### config.mk
export PLATFORM = sky130hd
export DESIGN_NAME = pas_div
export DESIGN_NICKNAME = d
export VERILOG_FILES = /design/src/design/pas_pkg.sv /design/src/design/pas_div.sv
export SDC_FILE = /design/constraint.sdc
export NUM_CORES = 1
export LEC_CHECK = 0
export BUFFER_PORTS_ARGS = -buffer_cell sky130_fd_sc_hd__buf_2
export CAP_MARGIN = 40
export CORE_UTILIZATION = 59
export DETAILED_ROUTE_END_ITERATION = 7
export GPL_TIMING_DRIVEN = 0
export PLACE_DENSITY = 0.86
export SLEW_MARGIN = 20
export SYNTH_ARGS = -nofsm -noshare
export SYNTH_HDL_FRONTEND = slang
export SYNTH_SLANG_ARGS = --single-unit
### constraint.sdc
create_clock -name clock -period 7 [get_ports clock]
set_input_delay 0 -clock clock [delete_from_list [all_inputs] [get_ports clock]]
set_output_delay 0 -clock clock [all_outputs]
set_load 0.01 [all_outputs]
### src/design/pas_pkg.sv
// Shared types and constants for the PUCT action selector.
// No dependencies; imported by every module of the block.
package pas_pkg;

   localparam int MAX_ACTIONS = 64;
   localparam int ACT_W       = $clog2(MAX_ACTIONS);
   localparam int CNT_W       = ACT_W + 1;
   localparam int VIS_W       = 24;
   localparam int SUM_W       = 40;
   localparam int TOT_W       = 30;
   localparam int ROOT_W      = 31;
   localparam int DIVD_W      = 40;
   localparam int DIVS_W      = 25;
   localparam int SCORE_W     = 42;

   typedef enum logic [1:0] {
      KIND_CLEAR  = 2'd0,
      KIND_LOAD   = 2'd1,
      KIND_BACKUP = 2'd2,
      KIND_SELECT = 2'd3
   } kind_type;

   typedef enum logic [1:0] {
      REG_EXPLORE_GAIN = 2'd0,
      REG_ACTION_COUNT = 2'd1
   } reg_index_type;

   typedef enum logic [3:0] {
      ST_IDLE,
      ST_RMW,
      ST_SQRT,
      ST_FETCH,
      ST_ENTRY,
      ST_MUL,
      ST_QSTART,
      ST_QDIV,
      ST_EDIV,
      ST_DONE
   } state_type;

   typedef struct packed {
      logic             legal;
      logic [15:0]      prior;
      logic [VIS_W-1:0] visits;
      logic [SUM_W-1:0] win;
      logic [SUM_W-1:0] loss;
   } entry_type;

endpackage

### src/design/pas_div.sv
// Iterative restoring divider, one quotient bit per cycle.
// Depends on pas_pkg for operand widths.
module pas_div (
   input  logic                        clock,
   input  logic                        reset,
   input  logic                        start,
   input  logic [pas_pkg::DIVD_W-1:0]  dividend,
   input  logic [pas_pkg::DIVS_W-1:0]  divisor,
   output logic                        done,
   output logic [pas_pkg::DIVD_W-1:0]  quotient
);
   import pas_pkg::*;

   localparam int STEP_W = $clog2(DIVD_W);
   localparam logic [STEP_W-1:0] LAST_STEP = STEP_W'(DIVD_W - 1);

   logic                busy_ff, busy_in;
   logic                done_ff, done_in;
   logic [STEP_W-1:0]   step_ff, step_in;
   logic [DIVS_W-1:0]   rem_ff, rem_in;
   logic [DIVD_W-1:0]   quo_ff, quo_in;
   logic [DIVS_W-1:0]   dvs_ff, dvs_in;
   logic [DIVS_W:0]     rem_sh;

   always_comb begin
      busy_in = busy_ff;
      done_in = 1'b0;
      step_in = step_ff;
      rem_in  = rem_ff;
      quo_in  = quo_ff;
      dvs_in  = dvs_ff;
      rem_sh  = {rem_ff, quo_ff[DIVD_W-1]};
      if (start) begin
         busy_in = 1'b1;
         step_in = '0;
         rem_in  = '0;
         quo_in  = dividend;
         dvs_in  = divisor;
      end else if (busy_ff) begin
         // shift in one dividend bit, subtract when it fits
         if (rem_sh >= {1'b0, dvs_ff}) begin
            rem_in = DIVS_W'(rem_sh - {1'b0, dvs_ff});
            quo_in = {quo_ff[DIVD_W-2:0], 1'b1};
         end else begin
            rem_in = rem_sh[DIVS_W-1:0];
            quo_in = {quo_ff[DIVD_W-2:0], 1'b0};
         end
         step_in = step_ff + 1'b1;
         if (step_ff == LAST_STEP) begin
            busy_in = 1'b0;
            done_in = 1'b1;
         end
      end
   end

   always_ff @(posedge clock) begin
      if (reset) begin
         busy_ff <= 1'b0;
         done_ff <= 1'b0;
         step_ff <= '0;
      end else begin
         busy_ff <= busy_in;
         done_ff <= done_in;
         step_ff <= step_in;
      end
      rem_ff <= rem_in;
      quo_ff <= quo_in;
      dvs_ff <= dvs_in;
   end

   assign done     = done_ff;
   assign quotient = quo_ff;

endmodule

### After elaboration in Yosys (flattened, before gate mapping)

Cells that the tools add are included.

* register bits: 98
* word-level logic and storage cells: 22

* $add $sub $neg: 2
* $lt $le $gt $ge: 1
* equality and inequality tests: 1
* muxes and demuxes: 8
* bitwise gates (word level): 1
* reduce and logical (&&, ||, !) cells: 3

Operators with widths (number)
* $mux 40: 2
* $ge 26x25->1: 1
* $mux 25: 1
* $sub 25x25->25: 1
* $add 6x1->6 const B: 1
* $eq 6x6->1 const B: 1
* $mux 1: 5
* $reduce_or 3->1: 1
* $reduce_bool 2->1: 1
* $reduce_or 2->1: 1
* $not 1->1: 1

### Longest topological paths before layout

Gate-level depths: netlist of the first run.

* word-level depth: 4
* mapped depth: 14
* depth with buffers taken out: 12

### Worst setup path before layout of the first run

No wires, ideal clock.

* path kind: reg-to-reg
* start: reg quo_ff[39], in the netlist quotient[39]
* end: reg rem_ff[20]
* library setup time: 0.133 ns
* data arrival time: 2.780 ns
* required time: 6.867 ns
* slack: 4.087 ns
* cell stages (with the launch flop): 14
* period minus slack after synthesis: 2.913 ns
* path through: edfxtp_1 -> inv_1 -> ha_1 -> inv_1 -> fa_1 -> a21o_1 -> a22o_1 -> o31a_1 -> a21o_1 -> o21ai_1 -> buf_6 -> mux2_1 -> mux2i_1 -> nor3_1

* cells in the longest elaborated chain, start to end: 2
* elaborated cells between the ends (all ways): 3
* classes of those cells: 1 x add/sub; 1 x order compare; 1 x mux

Ends and longest elaborated chain
* start, declared: line pas_div.sv:21 `logic [DIVD_W-1:0] quo_ff, quo_in;`
* start signal, assigned: line pas_div.sv:67 `quo_ff <= quo_in;`
* $sub 25x25->25 or $ge 26x25->1 (tied branches): line pas_div.sv:42, pas_div.sv:41
* $mux 25 *: line pas_div.sv:41 `if (rem_sh >= {1'b0, dvs_ff}) begin`
* end signal, assigned: line pas_div.sv:66 `rem_ff <= rem_in;`
* end, declared: line pas_div.sv:20 `logic [DIVS_W-1:0] rem_ff, rem_in;`

Every way passes the cells marked *; elsewhere a longest branch is shown, timed or not.
A chain may end at the register's enable or synchronous reset.

### Final worst setup path of the first run

* start: reg quo_ff[39], in the netlist quotient[39]
* end: reg rem_ff[5]

Same word-level chain as after synthesis.

==> metrics.md, run 1 <==
| Metric | Value |
|---|---|
| Clock slew at reported path FFs | `0.13 ns` |
| Main area contributors after synthesis | `edfxtp_1, dfxtp_1, mux2_2` |
| Yosys cell types | `roughly 60` |
| Die ar. | `9393 sq um` |
| Final WL | `~15000 um` |
| Hold path endpoint | `dvs_ff[4]$_DFFE_PP_` |
| CP Capture Type | `flop` |
| Largest net degree at the start of global routing | `~40` |
| Reg2Reg Launch Point | `quotient[39]$_DFFE_PP_` |
| Vias in the first global route | `approximately 4900` |
| Number of buffers created by CTS | `9` |
| DR WL/cell | `slightly below 20 um` |
| FMAX | `slightly below 300 MHz` |
| TritonCTS clock tree | `built` |
| Core area | `8721 sq um` |
| Antenna cells | `0` |
| Reg2Reg Setup Slack | `around 3.6 ns` |
| Simple-gate portion of the synthesized area | `11.23%` |
| Layout cells sized above 1 | `about a quarter` |
| PwrDens | `between 200 and 250 nW/um^2` |
| Xor/xnor share of the synthesized area | `between 3 and 4%` |
| Commonest cells post-synth | `edfxtp_1, nor2_1, mux2_2` |
| Slew Limit Fails | `0` |
| Die height | `96.92 um` |
| Post-synth top area share | `between 30 and 40%` |
| Post-CTS Setup Repair Bufs | `0` |
| Worst EP arrival | `around 3.7 ns` |
| Finished Core Util | `approximately four fifths` |
| Setup TNS | `0 ns` |
| Syn_area_per_cell | `10.74 sq um` |
| Maximum fanout along the worst path | `10` |
| Synth Warn # | `0` |
| Hold crit path type | `input pin to flop` |
| Wire length of the first global-routing pass | `between 20000 and 25000 um` |
| Number of enable flip-flop cells after synthesis | `65` |
| Number of H-tree levels | `3` |
| PortBufs | `108` |
| Worst Tran Pin Value | `~0.68 ns` |
| P_leak | `between 2 and 3 nW` |
| Row cnt | `34` |
| Mux contribution to synthesized area | `a little over a tenth` |
| Critical path launch point type | `flop` |
| Clock sinks | `98` |
| Gpl congestion | `0.9605` |
| Worst Setup SP | `quotient[39]$_DFFE_PP_` |
| VDD IR max | `roughly 0.00018 V` |
| # DRC | `0` |
| Status | `finished clean` |
| PostCTS Resize Cnt | `0` |
| IO Pins | `109` |
| Synthesized flop and latch total | `slightly below 100` |
| Clock skew | `0.02666 ns` |
| Clk buf depth | `2` |
| Post-Syn Area | `roughly 5300 sq um` |
| Final setup violation count | `0` |
| Critical Path RT | `7.29 ns` |
| Post-synthesis sequential area ratio | `between 40% and 50%` |
| Worst rel slew slack | `a little over half` |
| Crit Reg-Reg Endpoint | `rem_ff[5]$_SDFFE_PP0P_` |
| CTS root buffer | `clkbuf_8` |
| Final nets | `slightly below 800` |
| Initial Utilization | `between 60 and 70%` |
| Ys async rst share | `0%` |
| Area grow syn2layout | `29.19%` |
| Final ANT Viol Nets | `0` |
| RSZ-0062 raised after global routing | `no` |
| Placement Setup Slack | `3.804 ns` |
| Grt ovf | `0` |
| Vias | `roughly 4800` |
| Iter 0 DRT Violations | `a little over 400` |
| Period utilization | `between 40% and 50%` |
| Worst r2r path cells | `13` |
| Syn_nets | `590` |
| Hold Path Depth | `1` |
| Final WS setup | `3.590 ns` |
| Ys flop type | `edfxtp_1` |
| Max-Cap Viols | `0` |
| Synthesized instance count | `495` |
| Initial antenna violation count | `0` |
| Total Power | `0.001467 W` |
| Die X | `96.92 um` |
| DR vias/cell | `6.084` |
| Crit path time final | `3.410 ns` |
| Top-count cell post-synth | `edfxtp_1` |
| Final Hold Fails | `0` |
| Min-delay src | `start` |
| Compound-cell area share of the yosys netlist | `approximately 15%` |
| DP Wirelength | `9134 um` |
| Largest family of logic cells by synthesized area | `compound AO/OA/AOI/OAI gates` |
| WS Path Type | `flop to flop` |
| Clk_lat worst skew | `about 0.39 ns` |
| Synth Area in Adders | `between 6 and 7%` |
| Synth area leader | `edfxtp_1` |
| Gr usage total | `around a third` |
| Initial DRT Pass Iterations | `5` |
-- critical path, cell delays in order, from the launching register on --
cell      delay, ns
edfxtp_1       0.46
inv_1          0.09
ha_1           0.17
inv_1          0.06
fa_1           0.40
a21o_1         0.23
a22o_1         0.21
o31a_1         0.34
a21o_1         0.24
o21ai_1        0.20
buf_2          0.33
nand2_1        0.13
o31a_1         0.14
a211oi_1       0.30
-- where the power goes --
part	internal, W	switching, W
Combinational	0.000174	0.000214
Sequential	0.000675	0.0000325
Clock	0.000139	0.000233
Total	0.000988	0.000479
-- through the flow --
step	hold slack [ns]	instance area, sq um	std cells
finish	0.2012	6867	794
floorplan	0.07238	5315	495
global placement	0.1750	5991	711
CTS	0.2042	6847	793
global route	0.2087	6867	794
detailed placement	0.1782	5991	711
-- routing by layer --
layer	global-route usage [%]	share of wire [%]
met4	15.50	3.5
met5	0	0
met3	7.948	9.2
met1	39.64	38
met2	56.88	49
-- area by class of cell --
type / instances / area [sq um]
Sequential cell: 98 / 2613
Multi-Input combinational cell: 341 / 2472
Fill cell: 506 / 1854
Timing Repair Buffer: 175 / 1221
Tap cell: 108 / 135.1
Inverter: 35 / 131.4
Clock buffer: 9 / 123.9
Buffer: 21 / 98.84
Clock inverter: 7 / 71.32
-- sequential cells by signal (all words and copies together) (netlist names) --
name / cells
quotient: 40
dvs_ff: 25
rem_ff: 25
step_ff: 6
busy_ff: 1
done: 1
-- kinds of logic (layout without fill, tap and decap cells) --
family | after synthesis | after routing
simple gates | 128 | 128
xor+xnor | 21 | 21
flops | 98 | 98
compound gates | 113 | 113
buf+inv | 56 | 247
mux | 52 | 52
fa+ha+maj | 27 | 27
-- what timing repair did --
action	CTS	global route
endpoints found under the hold margin	66	0
setup endpoints to repair	0	0
hold buffers	66	0
-- cell usage in the layout, fill, tap and decap left out, drive strengths merged, types with 4 or more instances in the layout --
cell	Yosys	routed
nor3	8	8
mux2i	10	10
nand2	28	28
or3	4	4
nor2b	6	6
a211oi	15	15
o21a	4	4
o21ai	13	13
dfxtp	33	33
nand4	7	7
a31oi	4	4
xnor2	12	12
inv	34	37
a21o	11	11
nand2b	4	4
and3	4	4
xor2	9	9
edfxtp	65	65
a21oi	35	35
buf	13	122
nor2	51	51
ha	26	26
mux2	42	42
nand3	7	7
clkbuf	8	17
dlygate4sd3	0	66
-- worst max-delay path by stage --
stage | slack, ns | cells after the start | end
after floorplan | 4.09 | 13 | rem_ff[20]$_SDFFE_PP0P_
after global placement | 3.69 | 5 | quotient[19]$_DFFE_PP_
after detailed placement | 3.80 | 13 | rem_ff[16]$_SDFFE_PP0P_
after CTS | 3.77 | 13 | rem_ff[16]$_SDFFE_PP0P_
after global routing | 3.45 | 13 | rem_ff[16]$_SDFFE_PP0P_
final | 3.59 | 13 | rem_ff[5]$_SDFFE_PP0P_
Note: power is estimated with default switching activity, not from simulation.
==> run 2, diff against run 1 <==
Settings changed: CORE_UTILIZATION 59 to 50, PLACE_DENSITY 0.86 to 0.78.
Clock period 7 ns to 3 ns, I/O delays scaled along.
==> metrics.md, run 2 (synthesis gave the netlist of run 1 again) <==
| Metric | Value |
|---|---|
| Status | `finished, violations left` |
| Failing checks | `negative setup slack` |
| Final WS setup | `-0.01135 ns (-3.601 ns)` |
| Finished Core Util | `68.57% (-10 points)` |
| Die ar. | `11050 sq um (+18%)` |
| IO Pins | `109 (unchanged)` |
| Vias | `4782 (-1.0%)` |
| Most common cell after layout, fill and taps aside | `buf_2` |
| Number of H-tree levels | `3 (unchanged)` |
| Critical path launch point type | `flop` |
| Gpl congestion | `0.9366 (-2.5%)` |
| # DRC | `0 (unchanged)` |
| Clk_lat worst skew | `0.39 ns (about the same)` |
| Die X | `105.1 um (+8.4%)` |
| Slowest cell on crit path | `edfxtp_1` |
| Max-Cap Viols | `0 (unchanged)` |
| Vias in the first global route | `4849 (-0.64%)` |
| Post-DP Area | `6026 sq um (+0.58%)` |
| Number of buffers created by CTS | `9 (unchanged)` |
| Final hold slack | `0.1975 ns (-0.003713 ns)` |
| Clock slew at reported path FFs | `0.12 ns (about the same)` |
| VDD IR max | `0.0003889 V (+120%)` |
| Clk buf depth | `2 (unchanged)` |
| FMAX | `332.1 MHz (+13%)` |
| Layout cells sized above 1 | `29.29% (+3.2 points)` |
| Initial antenna violation count | `0 (unchanged)` |
| WS Path Type | `flop to flop` |
| Final setup violation count | `1 (+1)` |
| Reg2Reg Setup Slack | `-0.01 ns (-3.60 ns)` |
| Final nets | `790 (+1.8%)` |
| P_leak | `3.039 nW (+3.1%)` |
| RSZ-0062 raised after global routing | `yes` |
| Most common cell on crit path | `a21o_1` |
| Fillers | `738 (+46%)` |
| Worst Tran Pin Value | `0.7428 ns (+0.06435 ns)` |
| Gr usage total | `27.44% (-5.9 points)` |
| Worst r2r path cells | `12 (-1)` |
| Worst rel slew slack | `50.48% (-3.1 points)` |
| Antenna cells | `0 (unchanged)` |
| Hold path endpoint | `dvs_ff[22]$_DFFE_PP_` |
| PwrDens | `486.1 nW/um^2 (+130%)` |
| Hold Path Depth | `1 (unchanged)` |
| Critical Path RT | `3.30 ns (-3.99 ns)` |
| Iter 0 DRT Violations | `277 (-33%)` |
| CP cell instances | `inv_1 -> ha_2 -> inv_2 -> fa_2 -> a21o_1 -> a22o_1 -> o31a_1 -> a211oi_2 -> o21bai_1 -> a21o_1 -> or3_1 -> a311oi_2` |
| PortBufs | `108 (unchanged)` |
| Reg2Reg Launch Point | `quotient[39]$_DFFE_PP_` |
| Slew Limit Fails | `0 (unchanged)` |
| Die height | `105.1 um (+8.4%)` |
| Worst EP arrival | `3.32 ns (-0.38 ns)` |
| Worst Path Buf+Inv | `2 (-1)` |
| Area grow syn2layout | `33.19%` |
| Grt ovf | `0 (unchanged)` |
| Initial DRT Pass Iterations | `5 (unchanged)` |
| Clock sinks | `98 (unchanged)` |
| Final instance area | `7079 sq um (+3.1%)` |
| Wire length of the first global-routing pass | `23450 um (-3.8%)` |
| Row cnt | `37 (+8.8%)` |
| CTS root buffer | `clkbuf_8` |
| Final WL | `15360 um (-0.58%)` |
| TritonCTS clock tree | `built` |
| Largest net degree at the start of global routing | `41 (unchanged)` |
| DR WL/cell | `18.37 um (-5.6%)` |
| Core area | `10320 sq um (+18%)` |
| Period utilization | `100.4% (+52 points)` |
| DP Wirelength | `9379 um (+2.7%)` |
| Worst path max stage delay | `0.41 ns (-0.05 ns)` |
| Max FFs per register | `40 (unchanged)` |
| Hold crit path type | `input pin to flop` |
| Initial Utilization | `51.48% (-9.5 points)` |
| Maximum fanout along the worst path | `3 (-7)` |
| Min-delay src | `start` |
| Placement Setup Slack | `-0.2661 ns (-4.070 ns)` |
| CP Capture Type | `flop` |
| DR vias/cell | `5.720 (-6.0%)` |
| Final ANT Viol Nets | `0 (unchanged)` |
| Most frequent cells in the layout | `buf_2, dlygate4sd3_1, edfxtp_1, nor2_1, mux2_2` |
| Clock skew | `0.02880 ns (+0.002138 ns)` |
| Total Power | `0.003441 W (+130%)` |
| Top Family by Delay on Critical Path | `compound AO/OA/AOI/OAI gates` |
| Crit Reg-Reg Endpoint | `rem_ff[22]$_SDFFE_PP0P_` |
| Final Hold Fails | `0 (unchanged)` |
| Crit path time final | `3.011 ns (-0.3991 ns)` |
[run 2: cell types whose count changed in the layout (fill, tap and decap cells not counted), sizes merged]
| cell | previous run | this run |
|---|---|---|
| buf | 122 | 137 |
| clkinvlp | 2 | 1 |
[run 2: final cells by class]
type,count,area [sq um],area share (%)
flip-flops and latches,98,2613,36.90
multi-input cells,341,2520,35.60
repair buffers,190,1361,19.23
well taps,136,170.2,2.404
inverters,35,131.4,1.856
clock buffers,10,127.6,1.803
plain buffers,20,108.9,1.538
clock inverters,6,47.55,0.6716
[run 2: worst max path at each step]
stage                                 startpoint                      end  slack (ns)  cells after the start
after global routing      quotient[39]$_DFFE_PP_   rem_ff[7]$_SDFFE_PP0P_       -0.12                     13
after CTS                 quotient[39]$_DFFE_PP_  rem_ff[22]$_SDFFE_PP0P_      0.0004                     12
after floorplan           quotient[39]$_DFFE_PP_  rem_ff[20]$_SDFFE_PP0P_        0.09                     13
final                     quotient[39]$_DFFE_PP_  rem_ff[22]$_SDFFE_PP0P_       -0.01                     12
after global placement                     start    quotient[8]$_DFFE_PP_       -0.28                      5
after detailed placement  quotient[39]$_DFFE_PP_  rem_ff[16]$_SDFFE_PP0P_       -0.27                     13
[run 2: layer usage]
metal / GRT usage (%) / up-vias / wire length (um)
li1: - / 2206 / -
met1: 32.30 / 2262 / 6051
met2: 47.07 / 269 / 7555
met3: 6.862 / 45 / 1277
met4: 12.58 / 0 / 471
met5: 0 / - / 0
[run 2: timing repair]
| action | CTS | global route |
|---|---|---|
| pin swaps | 3 | 9 |
| buffers inserted | 6 | 9 |
| hold endpoints to repair | 66 | 0 |
| setup endpoints to repair | 25 | 22 |
| gates resized for setup | 6 | 18 |
| hold buffers | 66 | 0 |
[run 2: report_power, final]
group	total, W	internal (W)	switching (W)
Sequential	0.00165	0.00157	0.0000723
Clock	0.000830	0.000312	0.000518
Combinational	0.000965	0.000456	0.000510
[run 2: stage by stage]
stage / TNS, ns / instances
after CTS: 0 / 827
final: -0.01135 / 836
after floorplan: 0 / 495
after detailed placement: -2.920 / 739
after global routing: -0.9458 / 836
after global placement: -12.67 / 739
[run 2: worst register-to-register path, stage by stage, from the launching register on]
cell      delay [ns]
edfxtp_1        0.41
inv_1           0.09
ha_2            0.19
inv_2           0.04
fa_2            0.35
a21o_1          0.21
a22o_1          0.21
o31a_1          0.31
a211oi_2        0.24
o21bai_1        0.13
a21o_1          0.21
or3_1           0.33
a311oi_2        0.24
==> run 3, diff against run 2 <==
Settings changed: CELL_PAD_IN_SITES_DETAIL_PLACEMENT from default to 0, CELL_PAD_IN_SITES_GLOBAL_PLACEMENT from default to 2, CORE_UTILIZATION 50 to 32.
==> metrics.md, run 3 (synthesis gave the netlist of run 1 again) <==
| Metric | Value |
|---|---|
| Status | `finished, violations left` |
| Failing checks | `negative setup slack` |
| Max FFs per register | `40 (unchanged)` |
| Vias in the first global route | `4697 (-3.1%)` |
| # DRC | `0 (unchanged)` |
| Critical path launch point type | `flop` |
| Slew Limit Fails | `0 (unchanged)` |
| Number of buffers created by CTS | `9 (unchanged)` |
| Critical Path RT | `3.22 ns (-0.08 ns)` |
| Core area | `16060 sq um (+56%)` |
| Period utilization | `100.1% (-0.23 points)` |
| Initial Utilization | `33.10% (-18 points)` |
| Die ar. | `17130 sq um (+55%)` |
| Die height | `130.9 um (+25%)` |
| Clock skew | `0.009494 ns (-0.01931 ns)` |
| DR vias/cell | `4.949 (-13%)` |
| Antenna cells | `0 (unchanged)` |
| Final instance area | `7462 sq um (+5.4%)` |
| Row cnt | `46 (+24%)` |
| Vias | `4588 (-4.1%)` |
| Grt ovf | `0 (unchanged)` |
| Number of H-tree levels | `3 (unchanged)` |
| Combinational share of power | `27.0% (-1.1 points)` |
| Placement Setup Slack | `-0.3373 ns (-0.07121 ns)` |
| Maximum fanout along the worst path | `5 (+2)` |
| Most frequent cells in the layout | `buf_2, dlygate4sd3_1, edfxtp_1, nor2_1, mux2_2` |
| Cell internal pwr | `0.002648 W (+13%)` |
| Gr usage total | `18.69% (-8.8 points)` |
| Worst rel slew slack | `45.27% (-5.2 points)` |
| Sw Share | `29.84% (-2.1 points)` |
| Max-Cap Viols | `0 (unchanged)` |
| Final WS setup | `-0.004487 ns (+0.006864 ns)` |
| Hold crit path type | `input pin to flop` |
| Final Hold Fails | `0 (unchanged)` |
| Final nets | `801 (+1.4%)` |
| Iter 0 DRT Violations | `196 (-29%)` |
| Largest net degree at the start of global routing | `31 (-24%)` |
| Final setup violation count | `2 (+1)` |
| Gpl congestion | `0.7997 (-15%)` |
| RSZ-0062 raised after global routing | `yes` |
| Layout cells sized above 1 | `31.08% (+1.8 points)` |
| PortBufs | `108 (unchanged)` |
| P_leak | `3.172 nW (+4.4%)` |
| Flop pwr share | `43.4% (-4.4 points)` |
| Final WL | `15370 um (+0.11%)` |
| WS Path Type | `flop to flop` |
| Clk_lat worst skew | `0.35 ns (-0.04 ns)` |
| PwrDens | `505.7 nW/um^2 (+4.0%)` |
| VDD IR max | `0.0003721 V (-4.3%)` |
| Clock slew at reported path FFs | `0.07 ns (-0.05 ns)` |
| DR WL/cell | `16.58 um (-9.7%)` |
| Worst Tran Pin Value | `0.8209 ns (+0.07808 ns)` |
| Worst EP arrival | `3.22 ns (-0.10 ns)` |
| Area grow syn2layout | `40.40%` |
| TritonCTS clock tree | `built` |
| CP Capture Type | `flop` |
| Initial DRT Pass Iterations | `4 (-1)` |
| Clk buf depth | `2 (unchanged)` |
| Clock sinks | `98 (unchanged)` |
| CTS root buffer | `clkbuf_16` |
| Post-DP Area | `6153 sq um (+2.1%)` |
| Net Sw Power | `0.001126 W (+2.3%)` |
| Initial antenna violation count | `0 (unchanged)` |
| Final ANT Viol Nets | `0 (unchanged)` |
| Clock share of power | `29.6% (+5.5 points)` |
| DP Wirelength | `10480 um (+12%)` |
| Crit path time final | `3.004 ns (-0.006864 ns)` |
| FMAX | `332.8 MHz (+0.23%)` |
| IO Pins | `109 (unchanged)` |
| Die X | `130.9 um (+25%)` |
| Most common cell after layout, fill and taps aside | `buf_2` |
| Wire length of the first global-routing pass | `24150 um (+3.0%)` |
run 3: path summary, 6_finish.rpt:
path | from | endpoint | slack [ns] | cells after the start
hold / removal | start | dvs_ff[17]$_DFFE_PP_ | 0.26 | 1
setup reg to reg | quotient[39]$_DFFE_PP_ | rem_ff[20]$_SDFFE_PP0P_ | -0.004 | 13
hold reg to reg | rem_ff[10]$_SDFFE_PP0P_ | rem_ff[10]$_SDFFE_PP0P_ | 0.49 | 2
setup / recovery | quotient[39]$_DFFE_PP_ | rem_ff[20]$_SDFFE_PP0P_ | -0.004 | 13
run 3: power groups by stage:
stage                     Combinational (W)  Clock, W  Sequential, W
final                               0.00102   0.00112        0.00164
after global routing                0.00111   0.00120        0.00166
after CTS                          0.000910   0.00116        0.00164
after detailed placement           0.000811         0        0.00166
after global placement             0.000797         0        0.00166
after floorplan                    0.000517         0        0.00168
run 3: final cells by class:
type / instances / area [sq um]
Fill cell: 1511 / 8596
Timing Repair Buffer: 200 / 1474
Sequential cell: 98 / 2613
Clock buffer: 10 / 229.0
Tap cell: 216 / 270.3
Buffer: 21 / 136.4
Multi-Input combinational cell: 341 / 2561
Clock inverter: 6 / 47.55
Inverter: 35 / 131.4
run 3: metrics by stage:
step                utilization [%]   TNS [ns]  std cells  total power [W]  hold WS (ns)
finish                        46.47  -0.005997        927         0.003774        0.2579
global route                  46.47     -1.598        927         0.003971        0.3049
CTS                           44.70   -0.06413        910         0.003707        0.2859
detailed placement            38.32     -3.090        820         0.002475        0.1781
global placement              38.15     -20.57        819         0.002461        0.1784
floorplan                         -          0        495         0.002199       0.07238
run 3: worst max-delay path: stages, from the launching register on:
cell and delay, ns:
edfxtp_1 0.39, inv_1 0.07, ha_2 0.18, inv_2 0.04, fa_2 0.34, a21o_1 0.22, a22o_1 0.21, o31a_1 0.32
a21o_1 0.25, o21ai_4 0.19, buf_6 0.17, mux2_4 0.30, mux2i_1 0.13, nor3_1 0.06
run 3: what timing repair did:
| item | in CTS | in global routing |
|---|---|---|
| endpoints found under the setup margin | 26 | 24 |
| gates resized for setup | 7 | 32 |
| pin swaps | 6 | 15 |
| buffers inserted | 8 | 15 |
| gates cloned | 0 | 2 |
| hold buffers | 66 | 0 |
| endpoints found under the hold margin | 66 | 0 |
run 3: per-layer routing:
layer,vias up,GRT usage (%),routed length (um)
li1,2231,-,-
met4,0,4.462,169
met2,154,31.62,7216
met1,2190,23.08,6948
met3,13,5.904,1037
met5,-,0,0
